**config.mk**
```make
export PLATFORM = sky130hd
export DESIGN_NAME = cobol_token_scanner_top
export DESIGN_NICKNAME = d
export VERILOG_FILES = /design/src/rtl/cts_pkg.sv /design/src/rtl/cts_scanner.sv /design/src/rtl/cts_token_buffer.sv /design/src/rtl/cobol_token_scanner_top.sv
export SDC_FILE = /design/constraint.sdc
export NUM_CORES = 2
export LEC_CHECK = 0
export BUFFER_PORTS_ARGS = -buffer_cell sky130_fd_sc_hd__buf_2
export CORE_UTILIZATION = 35
export DETAILED_ROUTE_END_ITERATION = 6
export SETUP_SLACK_MARGIN = 0.1
export SYNTH_ARGS = -nofsm -noshare
export SYNTH_HDL_FRONTEND = slang
export SYNTH_HIERARCHICAL = 1
export SYNTH_SLANG_ARGS = --single-unit
export TNS_END_PERCENT = 10
```
**constraint.sdc**
```tcl
create_clock -name clk -period 9.7 [get_ports clk]
set_input_delay 1.94 -clock clk [delete_from_list [all_inputs] [get_ports clk]]
set_output_delay 1.94 -clock clk [all_outputs]
set_load 0.1 [all_outputs]
```
**src/rtl/cts_pkg.sv**
```systemverilog
`default_nettype none
// ----------------------------------------------------------------------------
// cts_pkg
// shared types and codes of the token scanner: request structs, token kinds,
// character codes and field widths
// ----------------------------------------------------------------------------
package cts_pkg;

    localparam int POSITION_BITS = 24;
    localparam int LINE_BITS     = 16;
    localparam int MAX_RESULTS   = 3;
    localparam int COUNT_BITS    = $clog2(MAX_RESULTS + 1);

    // command codes
    localparam logic CMD_BYTE = 1'b0;
    localparam logic CMD_END  = 1'b1;

    // token kinds
    localparam logic [4:0] K_EOF     = 5'd0;
    localparam logic [4:0] K_IDENT   = 5'd1;
    localparam logic [4:0] K_NUMBER  = 5'd2;
    localparam logic [4:0] K_STRING  = 5'd3;
    localparam logic [4:0] K_ASSIGN  = 5'd4;
    localparam logic [4:0] K_EQ      = 5'd5;
    localparam logic [4:0] K_LT      = 5'd6;
    localparam logic [4:0] K_LE      = 5'd7;
    localparam logic [4:0] K_NE      = 5'd8;
    localparam logic [4:0] K_GT      = 5'd9;
    localparam logic [4:0] K_GE      = 5'd10;
    localparam logic [4:0] K_PERIOD  = 5'd11;
    localparam logic [4:0] K_COMMA   = 5'd12;
    localparam logic [4:0] K_COLON   = 5'd13;
    localparam logic [4:0] K_SEMI    = 5'd14;
    localparam logic [4:0] K_LPAREN  = 5'd15;
    localparam logic [4:0] K_RPAREN  = 5'd16;
    localparam logic [4:0] K_PLUS    = 5'd17;
    localparam logic [4:0] K_MINUS   = 5'd18;
    localparam logic [4:0] K_STAR    = 5'd19;
    localparam logic [4:0] K_SLASH   = 5'd20;
    localparam logic [4:0] K_UNKNOWN = 5'd21;

    // character codes
    localparam logic [7:0] CH_STAR   = 8'h2A;
    localparam logic [7:0] CH_GT     = 8'h3E;
    localparam logic [7:0] CH_EQ     = 8'h3D;
    localparam logic [7:0] CH_LT     = 8'h3C;
    localparam logic [7:0] CH_PERIOD = 8'h2E;
    localparam logic [7:0] CH_COMMA  = 8'h2C;
    localparam logic [7:0] CH_COLON  = 8'h3A;
    localparam logic [7:0] CH_SEMI   = 8'h3B;
    localparam logic [7:0] CH_LPAREN = 8'h28;
    localparam logic [7:0] CH_RPAREN = 8'h29;
    localparam logic [7:0] CH_PLUS   = 8'h2B;
    localparam logic [7:0] CH_MINUS  = 8'h2D;
    localparam logic [7:0] CH_SLASH  = 8'h2F;
    localparam logic [7:0] CH_UNDER  = 8'h5F;
    localparam logic [7:0] CH_NL     = 8'h0A;
    localparam logic [7:0] CH_TAB    = 8'h09;
    localparam logic [7:0] CH_CR     = 8'h0D;
    localparam logic [7:0] CH_FF     = 8'h0C;
    localparam logic [7:0] CH_VT     = 8'h0B;
    localparam logic [7:0] CH_SPACE  = 8'h20;
    localparam logic [7:0] CH_DQUOTE = 8'h22;
    localparam logic [7:0] CH_SQUOTE = 8'h27;

    typedef struct packed {
        logic       command;
        logic [7:0] char_value;
    } cts_char_t;

    typedef struct packed {
        logic [4:0]               token_kind;
        logic [POSITION_BITS-1:0] first_offset;
        logic [POSITION_BITS-1:0] token_length;
        logic [LINE_BITS-1:0]     first_line;
        logic [LINE_BITS-1:0]     first_column;
        logic                     token_ok;
        logic                     last_of_run;
    } cts_token_t;

    // all tokens caused by one request
    typedef struct packed {
        cts_token_t [MAX_RESULTS-1:0] tok;
        logic [COUNT_BITS-1:0]        count;
    } cts_batch_t;

endpackage

`default_nettype wire

```
**src/rtl/cts_scanner.sv**
```systemverilog
`default_nettype none
// ----------------------------------------------------------------------------
// cts_scanner
// scanner state and the single-pass step logic that turns one request into
// up to three tokens
// ----------------------------------------------------------------------------
module cts_scanner (
    input  wire                 clk,
    input  wire                 rst_n,
    input  wire                 advance,
    input  cts_pkg::cts_char_t  char_item,
    output cts_pkg::cts_batch_t batch
);
    import cts_pkg::*;

    localparam logic [3:0] M_IDLE     = 4'd0;
    localparam logic [3:0] M_IDENT    = 4'd1;
    localparam logic [3:0] M_NUMBER   = 4'd2;
    localparam logic [3:0] M_FRACTION = 4'd3;
    localparam logic [3:0] M_STRING   = 4'd4;
    localparam logic [3:0] M_COMMENT  = 4'd5;

    typedef struct packed {
        logic [POSITION_BITS-1:0] off;
        logic [LINE_BITS-1:0]     line;
        logic [LINE_BITS-1:0]     col;
        logic [POSITION_BITS-1:0] rlen;
    } pos_t;

    typedef struct packed {
        logic [3:0]               mode;
        logic [7:0]               held_byte;
        logic                     held_valid;
        logic                     quote_single;
        logic [POSITION_BITS-1:0] beg_off;
        logic [LINE_BITS-1:0]     beg_line;
        logic [LINE_BITS-1:0]     beg_col;
        pos_t                     cur;
    } scan_state_t;

    localparam scan_state_t RESET_STATE = '{
        mode:         M_IDLE,
        held_byte:    8'd0,
        held_valid:   1'b0,
        quote_single: 1'b0,
        beg_off:      '0,
        beg_line:     LINE_BITS'(1),
        beg_col:      LINE_BITS'(1),
        cur:          '{off: '0, line: LINE_BITS'(1), col: LINE_BITS'(1), rlen: '0}
    };

    function automatic logic [LINE_BITS-1:0] sat_inc(input logic [LINE_BITS-1:0] v);
        return (v == '1) ? v : v + LINE_BITS'(1);
    endfunction

    function automatic pos_t consume(input pos_t p, input logic [7:0] ch);
        pos_t r;
        r     = p;
        r.off = p.off + POSITION_BITS'(1);
        if (ch == CH_NL)
        begin
            r.line = sat_inc(p.line);
            r.col  = LINE_BITS'(1);
        end
        else
        begin
            r.col = sat_inc(p.col);
        end
        if (p.rlen != '1)
        begin
            r.rlen = p.rlen + POSITION_BITS'(1);
        end
        return r;
    endfunction

    function automatic scan_state_t begin_token(input scan_state_t s);
        scan_state_t r;
        r          = s;
        r.beg_off  = s.cur.off;
        r.beg_line = s.cur.line;
        r.beg_col  = s.cur.col;
        r.cur.rlen = '0;
        return r;
    endfunction

    function automatic cts_token_t make_tok(input scan_state_t s, input logic [4:0] kind,
                                            input logic ok);
        cts_token_t t;
        t.token_kind   = kind;
        t.first_offset = s.beg_off;
        t.token_length = s.cur.rlen;
        t.first_line   = s.beg_line;
        t.first_column = s.beg_col;
        t.token_ok     = ok;
        t.last_of_run  = 1'b0;
        return t;
    endfunction

    function automatic logic is_digit(input logic [7:0] ch);
        return ch inside {[8'h30:8'h39]};
    endfunction

    function automatic logic is_alpha(input logic [7:0] ch);
        return ch inside {[8'h41:8'h5A], [8'h61:8'h7A]};
    endfunction

    function automatic logic is_space(input logic [7:0] ch);
        return ch inside {CH_SPACE, CH_TAB, CH_NL, CH_CR, CH_FF, CH_VT};
    endfunction

    function automatic logic [4:0] punct_kind(input logic [7:0] ch);
        logic [4:0] k;
        case (ch)
            CH_PERIOD: k = K_PERIOD;
            CH_COMMA:  k = K_COMMA;
            CH_COLON:  k = K_COLON;
            CH_SEMI:   k = K_SEMI;
            CH_LPAREN: k = K_LPAREN;
            CH_RPAREN: k = K_RPAREN;
            CH_PLUS:   k = K_PLUS;
            CH_MINUS:  k = K_MINUS;
            CH_STAR:   k = K_STAR;
            CH_SLASH:  k = K_SLASH;
            default:   k = K_UNKNOWN;
        endcase
        return k;
    endfunction

    scan_state_t state_reg;
    scan_state_t state_next;

    always_comb
    begin
        scan_state_t                  s;
        logic [7:0]                   c;
        logic [7:0]                   h;
        logic                         used;
        logic                         go_idle;
        logic [4:0]                   pk;
        logic [COUNT_BITS-1:0]        n;
        cts_token_t [MAX_RESULTS-1:0] toks;

        s       = state_reg;
        c       = char_item.char_value;
        h       = s.held_byte;
        used    = 1'b0;
        go_idle = 1'b0;
        pk      = K_UNKNOWN;
        n       = '0;
        toks    = '0;

        // resolve a held byte against the new byte, or against end of text
        if (s.held_valid)
        begin
            s.held_valid = 1'b0;
            s.held_byte  = 8'd0;
            if (s.mode == M_NUMBER)
            begin
                if (char_item.command == CMD_BYTE && is_digit(c))
                begin
                    s.cur  = consume(s.cur, h);
                    s.mode = M_FRACTION;
                end
                else
                begin
                    toks[n] = make_tok(s, K_NUMBER, 1'b1);
                    n       = n + COUNT_BITS'(1);
                    s.mode  = M_IDLE;
                    s       = begin_token(s);
                    s.cur   = consume(s.cur, h);
                    toks[n] = make_tok(s, K_PERIOD, 1'b1);
                    n       = n + COUNT_BITS'(1);
                end
            end
            else
            begin
                s.mode = M_IDLE;
                s.cur  = consume(s.cur, h);
                if (h == CH_STAR)
                begin
                    if (char_item.command == CMD_BYTE && c == CH_GT)
                    begin
                        s.cur  = consume(s.cur, c);
                        s.mode = M_COMMENT;
                        used   = 1'b1;
                    end
                    else
                    begin
                        toks[n] = make_tok(s, K_STAR, 1'b1);
                        n       = n + COUNT_BITS'(1);
                    end
                end
                else if (char_item.command == CMD_BYTE && c == CH_EQ)
                begin
                    s.cur   = consume(s.cur, c);
                    toks[n] = make_tok(s, (h == CH_EQ) ? K_EQ : ((h == CH_LT) ? K_LE : K_GE),
                                       1'b1);
                    n       = n + COUNT_BITS'(1);
                    used    = 1'b1;
                end
                else if (char_item.command == CMD_BYTE && h == CH_LT && c == CH_GT)
                begin
                    s.cur   = consume(s.cur, c);
                    toks[n] = make_tok(s, K_NE, 1'b1);
                    n       = n + COUNT_BITS'(1);
                    used    = 1'b1;
                end
                else
                begin
                    toks[n] = make_tok(s, (h == CH_EQ) ? K_ASSIGN :
                                          ((h == CH_LT) ? K_LT : K_GT), 1'b1);
                    n       = n + COUNT_BITS'(1);
                end
            end
        end

        if (char_item.command == CMD_BYTE)
        begin
            if (!used)
            begin
                case (s.mode)
                    M_IDENT:
                    begin
                        if (is_alpha(c) || is_digit(c) || c == CH_MINUS || c == CH_UNDER)
                        begin
                            s.cur = consume(s.cur, c);
                        end
                        else
                        begin
                            toks[n] = make_tok(s, K_IDENT, 1'b1);
                            n       = n + COUNT_BITS'(1);
                            go_idle = 1'b1;
                        end
                    end
                    M_NUMBER:
                    begin
                        if (is_digit(c))
                        begin
                            s.cur = consume(s.cur, c);
                        end
                        else if (c == CH_PERIOD)
                        begin
                            s.held_byte  = c;
                            s.held_valid = 1'b1;
                        end
                        else
                        begin
                            toks[n] = make_tok(s, K_NUMBER, 1'b1);
                            n       = n + COUNT_BITS'(1);
                            go_idle = 1'b1;
                        end
                    end
                    M_FRACTION:
                    begin
                        if (is_digit(c))
                        begin
                            s.cur = consume(s.cur, c);
                        end
                        else
                        begin
                            toks[n] = make_tok(s, K_NUMBER, 1'b1);
                            n       = n + COUNT_BITS'(1);
                            go_idle = 1'b1;
                        end
                    end
                    M_STRING:
                    begin
                        s.cur = consume(s.cur, c);
                        if (c == (s.quote_single ? CH_SQUOTE : CH_DQUOTE))
                        begin
                            toks[n] = make_tok(s, K_STRING, 1'b1);
                            n       = n + COUNT_BITS'(1);
                            s.mode  = M_IDLE;
                        end
                    end
                    M_COMMENT:
                    begin
                        s.cur = consume(s.cur, c);
                        if (c == CH_NL)
                        begin
                            s.mode = M_IDLE;
                        end
                    end
                    default:
                    begin
                        go_idle = 1'b1;
                    end
                endcase

                // byte seen between tokens
                if (go_idle)
                begin
                    s.mode = M_IDLE;
                    if (is_space(c))
                    begin
                        s.cur = consume(s.cur, c);
                    end
                    else
                    begin
                        s = begin_token(s);
                        if (c == CH_STAR || c == CH_EQ || c == CH_LT || c == CH_GT)
                        begin
                            s.held_byte  = c;
                            s.held_valid = 1'b1;
                        end
                        else
                        begin
                            s.cur = consume(s.cur, c);
                            if (is_alpha(c))
                            begin
                                s.mode = M_IDENT;
                            end
                            else if (is_digit(c))
                            begin
                                s.mode = M_NUMBER;
                            end
                            else if (c == CH_DQUOTE || c == CH_SQUOTE)
                            begin
                                s.quote_single = (c == CH_SQUOTE);
                                s.mode         = M_STRING;
                            end
                            else
                            begin
                                pk      = punct_kind(c);
                                toks[n] = make_tok(s, pk, pk != K_UNKNOWN);
                                n       = n + COUNT_BITS'(1);
                            end
                        end
                    end
                end
            end
        end
        else
        begin
            // end of text: flush the open token, then eof, then back to reset
            if (s.mode == M_IDENT)
            begin
                toks[n] = make_tok(s, K_IDENT, 1'b1);
                n       = n + COUNT_BITS'(1);
            end
            else if (s.mode == M_NUMBER || s.mode == M_FRACTION)
            begin
                toks[n] = make_tok(s, K_NUMBER, 1'b1);
                n       = n + COUNT_BITS'(1);
            end
            else if (s.mode == M_STRING)
            begin
                toks[n] = make_tok(s, K_UNKNOWN, 1'b0);
                n       = n + COUNT_BITS'(1);
            end
            s.mode  = M_IDLE;
            s       = begin_token(s);
            toks[n] = make_tok(s, K_EOF, 1'b1);
            n       = n + COUNT_BITS'(1);
            s       = RESET_STATE;
        end

        for (int i = 0; i < MAX_RESULTS; i++)
        begin
            toks[i].last_of_run = (COUNT_BITS'(i + 1) == n);
        end

        state_next  = s;
        batch.tok   = toks;
        batch.count = n;
    end

    always_ff @(posedge clk or negedge rst_n)
    begin
        if (!rst_n)
        begin
            state_reg <= RESET_STATE;
        end
        else if (advance)
        begin
            state_reg <= state_next;
        end
    end

endmodule

`default_nettype wire

```
**src/rtl/cts_token_buffer.sv**
```systemverilog
`default_nettype none
// ----------------------------------------------------------------------------
// cts_token_buffer
// result register: holds the tokens of one request and, while the output is not
// stalled, hands them out one per cycle on the output channel
// ----------------------------------------------------------------------------
module cts_token_buffer (
    input  wire                 clk,
    input  wire                 rst_n,
    input  wire                 load,
    input  cts_pkg::cts_batch_t batch,
    output logic                can_load,
    output logic                token_valid,
    input  wire                 token_stall,
    output cts_pkg::cts_token_t token_item
);
    import cts_pkg::*;

    localparam int IDX_BITS = $clog2(MAX_RESULTS);

    cts_token_t [MAX_RESULTS-1:0] slot_reg;
    logic [IDX_BITS-1:0]          rd_reg;
    logic [COUNT_BITS-1:0]        count_reg;
    logic                         pop;

    assign token_valid = (count_reg != '0);
    assign token_item  = slot_reg[rd_reg];
    assign pop         = token_valid && !token_stall;
    // refill when empty or once the last held token leaves
    assign can_load    = (count_reg == '0) || (count_reg == COUNT_BITS'(1) && pop);

    always_ff @(posedge clk)
    begin
        if (load)
        begin
            slot_reg <= batch.tok;
        end
    end

    always_ff @(posedge clk or negedge rst_n)
    begin
        if (!rst_n)
        begin
            rd_reg    <= '0;
            count_reg <= '0;
        end
        else if (load)
        begin
            rd_reg    <= '0;
            count_reg <= batch.count;
        end
        else if (pop)
        begin
            rd_reg    <= rd_reg + IDX_BITS'(1);
            count_reg <= count_reg - COUNT_BITS'(1);
        end
    end

`ifndef SYNTHESIS
    a_count_range: assert property (@(posedge clk) disable iff (!rst_n)
        count_reg <= COUNT_BITS'(MAX_RESULTS))
        else $error("token buffer count out of range");

    a_last_flag: assert property (@(posedge clk) disable iff (!rst_n)
        token_valid |-> (token_item.last_of_run == (count_reg == COUNT_BITS'(1))))
        else $error("last_of_run does not mark the final token of a request");

    a_load_shows: assert property (@(posedge clk) disable iff (!rst_n)
        (load && batch.count != '0) |=> (token_valid && rd_reg == '0))
        else $error("loaded tokens not presented from the first slot");

    a_no_overrun: assert property (@(posedge clk) disable iff (!rst_n)
        (pop && !load) |=> (rd_reg == $past(rd_reg) + IDX_BITS'(1)))
        else $error("read pointer did not step on a taken token");
`endif

endmodule

`default_nettype wire

```
**src/rtl/cobol_token_scanner_top.sv**
```systemverilog
`default_nettype none
// ----------------------------------------------------------------------------
// cobol_token_scanner_top
// streaming lexical scanner for cobol-like source text, one byte per request
// ----------------------------------------------------------------------------
// Each request carries one source byte or the end-of-text mark; the block
// returns the tokens (identifiers, numbers, strings, relational operators,
// punctuation, unknown bytes, eof) that the byte completes, each with kind,
// start offset, length, line, column and an ok flag, and last_of_run set on
// the final token of the request. Whitespace and comments (from "*>" to end
// of line) produce nothing. Flow: a request is held in the input register, is
// scanned and lands in the result register, from which its tokens are shown.
// A new byte is taken every cycle as long as each request yields at most one
// token and the output is not stalled; a request that yields more tokens (up
// to three) stalls the input until its last token leaves, since the output
// port carries one token per cycle when not stalled. End of text flushes any
// open token, emits eof and returns the scanner to offset 0, line 1, column 1.
// ----------------------------------------------------------------------------
module cobol_token_scanner_top (
    input  wire                 clk,
    input  wire                 rst_n,
    // source byte channel
    input  wire                 char_valid,
    output logic                char_stall,
    input  cts_pkg::cts_char_t  char_item,
    // token channel
    output logic                token_valid,
    input  wire                 token_stall,
    output cts_pkg::cts_token_t token_item
);
    import cts_pkg::*;

    // input register
    logic       in_valid_reg;
    cts_char_t  in_item_reg;

    // handshake between scanner and result register
    logic       advance;
    logic       can_load;
    cts_batch_t batch;

    // the held request moves on once the result register is free
    assign advance    = in_valid_reg && can_load;
    // stall only while a held request cannot move on
    assign char_stall = in_valid_reg && !advance;

    always_ff @(posedge clk or negedge rst_n)
    begin
        if (!rst_n)
        begin
            in_valid_reg <= 1'b0;
        end
        else if (char_valid && !char_stall)
        begin
            in_valid_reg <= 1'b1;
        end
        else if (advance)
        begin
            in_valid_reg <= 1'b0;
        end
    end

    always_ff @(posedge clk)
    begin
        if (char_valid && !char_stall)
        begin
            in_item_reg <= char_item;
        end
    end

    // scanner state and step logic
    cts_scanner u_scanner (
        .clk       (clk),
        .rst_n     (rst_n),
        .advance   (advance),
        .char_item (in_item_reg),
        .batch     (batch)
    );

    // result register, drains one token per cycle while the output is not stalled
    cts_token_buffer u_token_buffer (
        .clk         (clk),
        .rst_n       (rst_n),
        .load        (advance),
        .batch       (batch),
        .can_load    (can_load),
        .token_valid (token_valid),
        .token_stall (token_stall),
        .token_item  (token_item)
    );

endmodule

`default_nettype wire

```
==> flow_summary_export.csv <==
group,metric,value,unit
global_routing,grt_pass1_vias,38100,
critical_path,cp.arrival,9160,ps
timing,hold_slack,516,ps
global_routing,grt_pass1_wl,265000,um
placed_design,gp_congestion,1.01,
yosys,yosysWarnings,6,
yosys,synth_edf_count,270,
critical_path,critPathMaxFanout,14,
floorplan,initial_core_util,0.355,
pwr,leakagePower,0.0138,uW
pwr,vdd_drop_max,0.000391,V
clock_tree,clock_path_buffers,3,
yosys,synth_flop_cell,"edfxtp_1",
final_layout,final_cell_mix,"nand2_1 (564), o21ai_0 (524), nor2_1 (345)",
route,wl_met2,76600,um
yosys,synth_cells,4837,
yosys,ys_seq_area_frac,0.309,
timing,setup_tns,0,ps
route,drt_iter0_markers,6121,
global_routing,grt_overflow_total,0,
critical_path,startpoint_type,"flop",
outcome,run_status,"finished with violations",
timing,fin_crit_sh,0.896,
critical_path,end_kind,"flop",
floorplan,dieArea,112000,sq um
pwr,power_density,319,nW/um^2
route,wl_met1,73500,um
clock_tree,clk-insertion-delay-late,670,ps
clock_tree,clockRootBuffer,"clkbuf_16",
timing,rsz0062_at_grt,"no",
route,highest_layer,"met5",
final_layout,largest_register_ffs,261,
clock_tree,ctsResizeCount,0,
final_layout,nets,4732,
final_layout,fillers,11200,
yosys,synth.cell_area,38900,sq um
final_layout,final_common_cell,"nand2_1",
final_layout,drive_above_1_share,0.111,
timing,setup_viol,0,
route,routed_wl,183000,um
timing,final.min_clock_period,8690,ps
timing,maxSlewHeadroom,0.155,
clock_tree,cts_setup_buffers,0,
hold_path,hold_class,"reg -> reg",
outcome,violations,"DRC",
route,dr.pass1.iters,7,
global_routing,antenna_found_initial,8,
yosys,synth_seq_cells,425,
route,vias_per_cell,6.82,
global_routing,grt_max_degree,161,
route,dr_total_vias,42400,
yosys,syn_area_per_cell,8.03,sq um
clock_tree,path_clk_slew,60,ps
run,drv_cap,0,
critical_path,critPathKind,"reg -> reg",
clock_tree,htree_levels,2,
timing,drv_slew,0,
clock_tree,cts_sinks,425,
placed_design,io_buffer_count,101,
timing,max_freq,0.115,GHz
critical_path,r2r_setup_slack,1010,ps
route,wl_per_cell,29.5,um
timing,tightestPinTransition,1260,ps
route,wl_met3,24200,um
floorplan,row_count,121,
yosys,syn_nets,4877,
yosys,synthDistinctLibCells,124,
clock_tree,cts_tree,"built",
floorplan,io_pins,102,
timing,finClkSkew,48.3,ps
global_routing,grtUsageTotal,0.313,
critical_path,crit_required,10160,ps
floorplan,core_area,109000,sq um
route,ant_nets,0,
timing,finalHoldViolations,0,
clock_tree,holdBufCountCts,0,
floorplan,die_w,335,um
clock_tree,cts_made_buffers,50,
route,drc,2,
placed_design,place_hpwl,124000,um
final_layout,area_growth,9.30,%
yosys,async_reset_ff_frac,0.365,
floorplan,die_h,335,um
-- critical path, stage by stage, from the launching register on --
cell,delay (ps)
dfrtp_1,720
nand4_2,450
nor3_1,660
nand2_1,320
xnor2_1,240
inv_1,130
ha_1,190
nor3b_1,260
a32oi_1,290
or4_4,670
nor4_4,300
a2111oi_0,120
or3_4,430
clkinv_1,80
ha_1,360
o2111a_1,300
nand2_1,130
nor3_1,270
or4b_1,540
nor3_1,250
xnor2_1,280
and4b_1,280
nand4_4,160
or4b_1,530
nor3_1,200
xor2_1,220
o221ai_1,140
-- report_power, final --
group / switching [uW] / internal [uW] / total (uW) / leakage [uW]
logic: 6490 / 1720 / 8210 / 0.00815
clock network: 884 / 1180 / 2060 / 0.000844
registers: 454 / 2840 / 3290 / 0.00477
total: 7830 / 5740 / 13600 / 0.0138
-- logic make-up after synthesis --
kind of cell | Yosys count | share of synthesized area
AO/OA/AOI/OAI | 1821 | 0.324
AND/OR/NAND/NOR | 1675 | 0.213
buffers and inverters | 509 | 0.0531
flip-flops | 425 | 0.309
multiplexers | 202 | 0.0525
XOR/XNOR | 178 | 0.0405
adder cells (fa/ha/maj) | 27 | 0.00869
-- final timing paths --
path / to / cells past startpoint / startpoint
max in group asynchronous: u_scanner/state_reg[60] / 2 / rst_n
worst max register to register: u_scanner/state_reg[12] / 26 / u_scanner/state_reg[9]
worst max-delay path: u_scanner/state_reg[12] / 26 / u_scanner/state_reg[9]
worst min register to register: u_scanner/state_reg[144] / 1 / u_scanner/state_reg[144]
worst min-delay path: u_scanner/state_reg[144] / 1 / u_scanner/state_reg[144]
min in group asynchronous: u_scanner/state_reg[5] / 1 / rst_n
-- synth_stat cells, drive strengths merged, types with 26 or more instances --
cell     instances  share of area
a211oi          39         0.0081
a21oi          316          0.041
a221o           56          0.015
a221oi          45          0.010
a22o            30         0.0068
a22oi           41         0.0079
a31oi           52         0.0088
and2            63          0.010
and3            32         0.0052
buf             77          0.011
clkbuf         363          0.035
dfrtp          151          0.097
edfxtp         270           0.21
ha              27         0.0087
inv             68         0.0066
mux2i          188          0.048
nand2          578          0.056
nand2b          28         0.0047
nand3          129          0.017
nand4           64          0.011
nor2           358          0.035
nor2b           26         0.0044
nor3           161          0.021
nor4            68          0.014
o211ai         100          0.020
o21ai          539          0.070
o221ai          96          0.022
o22ai           69          0.011
o2bb2ai        137          0.036
o31ai           41         0.0086
or3             34         0.0057
or4             27         0.0056
xnor2          117          0.026
xor2            61          0.014
-- routing by layer --
metal  up-vias  global-route usage
met3       552              0.0843
li1      18300                   -
met4         8               0.139
met1     20400               0.426
met2      3052               0.459
met5         -                   0
-- layout make-up --
| cell class | count | area, sq um | share of cell area |
|---|---|---|---|
| clock buffer | 62 | 1380 | 0.0325 |
| tap | 1476 | 1850 | 0.0435 |
| clock inverter | 32 | 390 | 0.00919 |
| sequential | 425 | 12000 | 0.283 |
| timing repair buffer | 243 | 1590 | 0.0375 |
| multi-input combinational | 3903 | 25000 | 0.588 |
| inverter | 69 | 263 | 0.00619 |
| antenna | 5 | 12.5 | 0.000295 |
-- through the flow --
stage          worst slack [ps]  instances  cell area, sq um  total power (uW)   util
2_1_floorplan              2150       4837             38900              8980      -
3_3_place_gp               1420       6116             40700             11200  0.372
3_5_place_dp               1290       6116             40700             11300  0.372
4_1_cts                    1260       6210             42500             13300  0.388
5_1_grt                     604       6211             42500             14000  0.388
6_report                   1010       6215             42500             13600  0.388
Power figures use the tool's default switching activity.
